## config.mk

```make
export PLATFORM = sky130hd
export DESIGN_NAME = lrud_seq
export DESIGN_NICKNAME = d
export VERILOG_FILES = /design/src/lrud_pkg.sv /design/src/lrud_seq.sv
export SDC_FILE = /design/constraint.sdc
export NUM_CORES = 1
export LEC_CHECK = 0
export BUFFER_PORTS_ARGS = -buffer_cell sky130_fd_sc_hd__buf_4
export CAP_MARGIN = 10
export CORE_MARGIN = 4
export CORE_UTILIZATION = 51
export CTS_BUF_LIST = sky130_fd_sc_hd__clkbuf_2
export CTS_CLUSTER_SIZE = 14
export DETAILED_ROUTE_END_ITERATION = 7
export GPL_TIMING_DRIVEN = 0
export PLACE_DENSITY = 0.88
export SYNTH_ARGS = -nofsm -noshare
export SYNTH_HDL_FRONTEND = slang
export SYNTH_SLANG_ARGS = --single-unit
```

## constraint.sdc

```tcl
create_clock -name clk -period 5.3 [get_ports clk]
set_clock_uncertainty 0.1 [all_clocks]
set_input_delay 0.795 -clock clk [delete_from_list [all_inputs] [get_ports clk]]
set_output_delay 0.795 -clock clk [all_outputs]
set_load 0.01 [all_outputs]
```

## src/lrud_pkg.sv

```systemverilog
package lrud_pkg;

    // Default directory size and fixed field widths
    localparam int SLOTS_DEF  = 64;
    localparam int CAP_W      = 7;
    localparam int TEXT_W     = 32;
    localparam int FACE_W     = 32;
    localparam int SIZE_W     = 16;
    localparam int STAMP_W    = 64;
    localparam int SLOT_W     = 6;
    localparam int IN_DATA_W  = TEXT_W + FACE_W + SIZE_W;
    localparam int OUT_DATA_W = 8;
    localparam int OUT_USER_W = 2;

    localparam logic [CAP_W-1:0] CAP_RESET = 7'd64;

    // Operation codes carried in s_axis_tuser
    localparam logic FUNC_LOOKUP = 1'b0;
    localparam logic FUNC_CLEAR  = 1'b1;

    // Lookup key, text tag in the lowest bits
    typedef struct packed {
        logic [SIZE_W-1:0] size;
        logic [FACE_W-1:0] face;
        logic [TEXT_W-1:0] text;
    } key_t;

    // Store control from the sequencer
    typedef struct packed {
        logic rd_en;
        logic wr_key;
        logic wr_stamp;
        logic set_valid;
        logic clr_all;
    } mem_ctl_t;

    // One registered read of the store
    typedef struct packed {
        logic               valid;
        key_t               key;
        logic [STAMP_W-1:0] stamp;
    } rd_data_t;

    // Running scan results
    typedef struct packed {
        logic found;
        logic any;
        logic free_found;
    } scan_flags_t;

    // Result flags, hit in bit 0
    typedef struct packed {
        logic evicted;
        logic hit;
    } res_flags_t;

    typedef enum logic [2:0] {
        ST_IDLE,
        ST_SCAN,
        ST_DRAIN,
        ST_DECIDE,
        ST_DONE
    } state_t;

endpackage

```

## src/lrud_seq.sv

```systemverilog
module lrud_seq
    import lrud_pkg::*;
#(
    parameter int  SLOTS = SLOTS_DEF,
    localparam int IDX_W = $clog2(SLOTS),
    localparam int CNT_W = $clog2(SLOTS + 1)
)
(
    input  logic               clk,
    input  logic               rst_n,
    input  logic               in_valid,
    input  logic               in_func,
    input  key_t               in_key,
    output logic               in_ready,
    input  logic [CAP_W-1:0]   cap,
    input  logic               out_free,
    input  scan_flags_t        flags,
    input  logic [IDX_W-1:0]   match_idx,
    input  logic [IDX_W-1:0]   old_idx,
    input  logic [IDX_W-1:0]   free_idx,
    output logic               scan_init,
    output mem_ctl_t           ctl,
    output logic [IDX_W-1:0]   rd_addr,
    output logic [IDX_W-1:0]   wr_addr,
    output key_t               wr_key,
    output logic [STAMP_W-1:0] wr_stamp,
    output logic               res_load,
    output res_flags_t         res_flags,
    output logic [IDX_W-1:0]   res_slot,
    output logic [CNT_W-1:0]   valid_count
);

    state_t             state_reg;
    state_t             state_next;
    logic [IDX_W-1:0]   scan_idx_reg;
    key_t               key_reg;
    logic [STAMP_W-1:0] counter_reg;
    logic [CNT_W-1:0]   count_reg;
    res_flags_t         res_flags_reg;
    logic [IDX_W-1:0]   res_slot_reg;

    logic             in_fire;
    logic             scan_last;
    logic [CNT_W-1:0] eff_cap;
    logic             full;
    logic             evict;
    logic             new_entry;
    logic [IDX_W-1:0] slot_sel;

    assign in_fire   = in_valid && (state_reg == ST_IDLE);
    assign scan_last = (scan_idx_reg == IDX_W'(SLOTS - 1));

    // Capacity: zero counts as one, saturates at the slot count
    always_comb
    begin
        if (cap == '0)
        begin
            eff_cap = CNT_W'(1);
        end
        else if (32'(cap) > 32'(SLOTS))
        begin
            eff_cap = CNT_W'(SLOTS);
        end
        else
        begin
            eff_cap = CNT_W'(cap);
        end
    end

    // Replacement decision from the finished scan
    assign full      = (count_reg >= eff_cap);
    assign evict     = !flags.found && full && flags.any;
    assign new_entry = !flags.found && !evict;

    always_comb
    begin
        priority if (flags.found)
        begin
            slot_sel = match_idx;
        end
        else if (evict)
        begin
            slot_sel = old_idx;
        end
        else if (flags.free_found)
        begin
            slot_sel = free_idx;
        end
        else
        begin
            slot_sel = '0;
        end
    end

    // Next state
    always_comb
    begin
        state_next = state_reg;
        unique case (state_reg)
            ST_IDLE:
            begin
                if (in_valid)
                begin
                    state_next = (in_func == FUNC_CLEAR) ? ST_DONE : ST_SCAN;
                end
            end
            ST_SCAN:
            begin
                if (scan_last)
                begin
                    state_next = ST_DRAIN;
                end
            end
            ST_DRAIN:  state_next = ST_DECIDE;
            ST_DECIDE: state_next = ST_DONE;
            ST_DONE:
            begin
                if (out_free)
                begin
                    state_next = ST_IDLE;
                end
            end
            default:   state_next = ST_IDLE;
        endcase
    end

    // Outputs
    always_comb
    begin
        in_ready  = 1'b0;
        scan_init = 1'b0;
        res_load  = 1'b0;
        ctl       = '0;
        unique case (state_reg)
            ST_IDLE:
            begin
                in_ready    = 1'b1;
                scan_init   = in_valid;
                ctl.clr_all = in_valid && (in_func == FUNC_CLEAR);
            end
            ST_SCAN:
            begin
                ctl.rd_en = 1'b1;
            end
            ST_DRAIN:
            begin
            end
            ST_DECIDE:
            begin
                ctl.wr_stamp  = 1'b1;
                ctl.wr_key    = !flags.found;
                ctl.set_valid = new_entry;
            end
            ST_DONE:
            begin
                res_load = out_free;
            end
            default:
            begin
            end
        endcase
    end

    // Control state
    always_ff @(posedge clk or negedge rst_n)
    begin
        if (!rst_n)
        begin
            state_reg   <= ST_IDLE;
            counter_reg <= '0;
            count_reg   <= '0;
        end
        else
        begin
            state_reg <= state_next;
            if (in_fire && (in_func == FUNC_CLEAR))
            begin
                count_reg <= '0;
            end
            else if ((state_reg == ST_DECIDE) && new_entry)
            begin
                count_reg <= count_reg + CNT_W'(1);
            end
            if (state_reg == ST_DECIDE)
            begin
                counter_reg <= counter_reg + STAMP_W'(1);
            end
        end
    end

    // Item payload, scan address and result
    always_ff @(posedge clk)
    begin
        if (in_fire)
        begin
            key_reg      <= in_key;
            scan_idx_reg <= '0;
        end
        else if (state_reg == ST_SCAN)
        begin
            scan_idx_reg <= scan_idx_reg + IDX_W'(1);
        end

        if (in_fire && (in_func == FUNC_CLEAR))
        begin
            res_flags_reg <= '0;
            res_slot_reg  <= '0;
        end
        else if (state_reg == ST_DECIDE)
        begin
            res_flags_reg.hit     <= flags.found;
            res_flags_reg.evicted <= evict;
            res_slot_reg          <= slot_sel;
        end
    end

    assign rd_addr     = scan_idx_reg;
    assign wr_addr     = slot_sel;
    assign wr_key      = key_reg;
    assign wr_stamp    = counter_reg + STAMP_W'(1);
    assign res_flags   = res_flags_reg;
    assign res_slot    = res_slot_reg;
    assign valid_count = count_reg;

endmodule
```

== Yosys cells after proc, flatten, opt, wreduce, memory -nomap -nowiden ==
Cells that the tools add are included.
Storage, ports and cells
  word-level logic and storage cells: 54
  input port bits: 113
  output and inout port bits: 179
  bits in registers: 168
Cells by class
  muxes and demuxes: 18
  $lt $le $gt $ge: 2
  equality and inequality tests: 8
  add/subtract/negate cells: 3
  reduce and logical (&&, ||, !) cells: 13
Operators with widths (count)
  $add 64x1->64 const B: 1
  $mux 7: 4
  $mux 6: 3
  $mux 3: 5
  $pmux 3 s5: 1
  $add 7x1->7 const B: 1
  $ge 7x7->1: 1
  $gt 7x7->1 const B: 1
  $logic_and 1x1->1: 7
  $logic_not 7->1: 1
  $add 6x1->6 const B: 1
  $eq 3x2->1 const B: 2
  $eq 6x6->1 const B: 1
  $ne 2x2->1 const B: 3
  $mux 1: 5
  $eq 3x1->1 const B: 1
  $eq 3x3->1 const B: 1
  $logic_not 3->1: 1
  $reduce_and 3->1: 1
  $logic_not 1->1: 2
  $reduce_bool 2->1: 1

== Logic depth before layout (Yosys ltp) ==
  depth after elaboration: 11
  depth in mapped cells: 11
  depth with buffers taken out: 10

== Worst setup path before layout ==
Ideal clock, no wire load.
  path kind: reg-to-output
  from: register state_reg[1]
  to: output port ctl[0] (netlist bit)
  path buffers: 3
  data arrival time: 4.221 ns
  stages on the path, launching flop included: 8
  required time: 4.405 ns
  path slack: 0.184 ns
  cells stage by stage: dfrtp_1 -> clkbuf_1 -> nor3_1 -> and2_1 -> clkbuf_1 -> nand2_1 -> clkbuf_1 -> inv_1
RTL lines
  start, declared: line lrud_seq.sv:33  | state_t state_reg;
  start signal, assigned: line lrud_seq.sv:175  | state_reg <= state_next;
  end, declared: line lrud_seq.sv:22  | output mem_ctl_t ctl,

== Worst setup path in the final report ==
  from: register counter_reg[0]
  to: output port wr_stamp[42]
On the way
  word-level cells in the longest chain between the ends: 1
RTL lines
  start, declared: line lrud_seq.sv:37  | logic [STAMP_W-1:0] counter_reg;
  start signal, assigned: line lrud_seq.sv:186  | counter_reg <= counter_reg + STAMP_W'(1);
  $add 64x1->64: line lrud_seq.sv:220  | assign wr_stamp = counter_reg + STAMP_W'(1);
  end, declared: line lrud_seq.sv:26  | output logic [STAMP_W-1:0] wr_stamp,
Every way passes these cells.

==> results.cfg <==
[sta]
hold_violations = 0
fin_ws_ns = 0.947
finalSetupViolations = 0
tns_ns = 0
slew_violations = 0
worst_slew_pin_slew_ns = 0.969
rsz0062_at_grt = no
fin_crit_sh = 0.821
relSlewSlack = 0.354
max_freq_mhz = 230
period_minus_slack_ns = 4.35

[detailed_routing]
drc = 0
num_vias = 6590
wl_um = 22500
detail_route.first_pass.iterations = 5
vias_per_cell = 5.39
routedWlPerCell_um = 18.4
antenna_left = 0
drt_iter0_drc = 604

[clock_tree]
cts_resized = 0
clkSinkCount = 168
cts_tree = built
clk_pin_slew_ns = 0.26
cts-root-buf = clkbuf_2
htree_levels = 4
cts_buffers = 17
clkLatencyLatePin_ns = 0.76
cts_buffer_depth = 2

[worst_setup_path]
crit_arrival_ns = 3.46
r2r_cells = 8
reg2reg_slack_ns = 2.61
reg2reg_to = res_slot[1]
end_kind = output pin
path_class = reg -> out
path_max_fanout = 8
critical-path-slowest-cell = nor4b_2
startpoint_type = register
worstReg2RegStart = valid_count[0]
critical_path_buf_inv_count = 1
critPathMaxStageDelay_ns = 0.67
worstPathRequired_ns = 4.41
cp_top_family = simple AND/OR/NAND/NOR gates
crit_chain = ha_1 > nand3_2 > nor4b_2 > and2_0 > nand2_1 > nor2_1 > xor2_1 > buf_4

[synth]
synth-warning-count = 0
ys.flop_type = edfxtp_1
synthCells = 695
syn_nets = 818
synth-edff-count = 80
syn-cell-area_mm2 = 0.00791
ys_types = 55
ys_seq_area_frac = 0.573
avgSynthCellArea_um2 = 11.4
async_flop_share = 0.440
ys_ff_latch = 168

[power_and_ir_drop]
switchingPower_w = 0.000832
p_int_w = 0.00208
cellLeakagePower_nw = 5.09
finalPower_w = 0.00291
pwr-share-seq = 0.548
p_per_area_mw_per_mm2 = 270
swShare = 0.286
comb_power_share = 0.189
p_clk_frac = 0.263
ir_worst_vdd_uv = 189

[cells_and_area]
final_cells = 1223
area_growth_pct = 36.3
drive_above_1_share = 0.353
final_cell_mix = 293 x buf_4, 80 x edfxtp_1, 74 x dfrtp_1, 72 x nor2_1, 70 x xor2_1
finalNetCount = 1143
mostFrequentLayoutCell = buf_4
largest_reg_flops = 80
fin_util = 0.709

[floorplan]
die_h_um = 133
ios = 292
die_w_um = 133
initial_utilization = 0.520
core_region_area_mm2 = 0.0152
die-area_mm2 = 0.0176
row_count = 45

[place]
dp_slack_ns = 1.30
dpl.hpwl_um = 16900
place.gp.congestion = 0.917
port_buffers = 290
placed_cells = 1174

[flow_run]
cap_violations = 0

[global_route]
grt_max_degree = 75
grt_pass1_vias = 6568
track_usage = 0.250
grt_pass1_wl_um = 34800
antenna_found_initial = 2
grt-ovfl-total = 0

[worst_hold_path]
worstHoldStart = in_key[0]
hold_depth = 1
min_to = wr_key[0]
min_path_type = in -> reg

[status]
outcome = finished, final reports clean
metal layers:
metal	vias to the layer above	global-route usage	part of all wire
met5	-	0	0
met1	3147	0.295	0.37
met2	311	0.438	0.52
li1	3086	-	-
met4	0	0.0878	0.024
met3	46	0.0707	0.087
area by class of cell:
class                   instances  area, um2
plain buffers                  35        163
fillers                      1087       4420
well taps                     188        235
diodes                          2       5.00
clock buffers                  17       85.1
inverters                      16       60.1
repair buffers                306       2350
multi-input cells             476       3160
clock inverters                15        190
flip-flops and latches        168       4530
power groups by stage:
stage / sequential (W) / clock (W) / combinational, W
after floorplan: 0.00169 / 0 / 0.000135
after global placement: 0.00164 / 0 / 0.000517
after detailed placement: 0.00162 / 0 / 0.000547
after CTS: 0.00160 / 0.000784 / 0.000549
after global routing: 0.00161 / 0.000845 / 0.000592
final: 0.00160 / 0.000764 / 0.000550
cell families after synthesis:
group	share of synthesized area
and+or+nand+nor	0.191
DFF	0.573
xor gates and xnor gates	0.144
buffers and inverters	0.0277
AOI/OAI and AO/OA	0.0394
adders and majority gates	0.0158
muxes	0.00902
per-stage QoR:
step | hold slack (ns) | cell area (um2)
2_1_floorplan | 0.361 | 7910
3_3_place_gp | 0.344 | 10300
3_5_place_dp | 0.351 | 10400
4_1_cts | 0.00779 | 10600
5_1_grt | 0.00344 | 10800
6_report | 0.0941 | 10800
how the worst max path moves through the flow:
| stage | depth (start not counted) | slack, ns | start | endpoint |
|---|---|---|---|---|
| CTS | 8 | 0.88 | counter_reg[0] | wr_stamp[42] |
| global placement | 7 | -1.14 | in_valid | ctl[0] |
| global route | 8 | 0.66 | counter_reg[0] | wr_stamp[58] |
| detailed placement | 11 | 1.30 | cap[1] | wr_addr[1] |
| finish | 8 | 0.95 | counter_reg[0] | wr_stamp[42] |
| floorplan | 7 | 0.18 | state_reg[1] | ctl[0] |
synthesized netlist by cell type (all sizes together) (15+ instances only):
master / instances / area [um2]
xnor2: 59 / 524
edfxtp: 80 / 2400
inv: 16 / 60.1
xor2: 70 / 613
nor2: 74 / 288
and3: 15 / 93.8
buf: 18 / 93.8
nand2: 70 / 265
nand3: 37 / 190
dfrtp: 74 / 1850
clkbuf: 17 / 65.1
nand4: 32 / 206
nor3: 20 / 131
what timing repair did:
action,CTS,global route
hold buffers,2,13
endpoints found under the hold margin,7,13
setup buffers,0,0
endpoints found under the setup margin,0,0
Power figures use the tool's default switching activity.
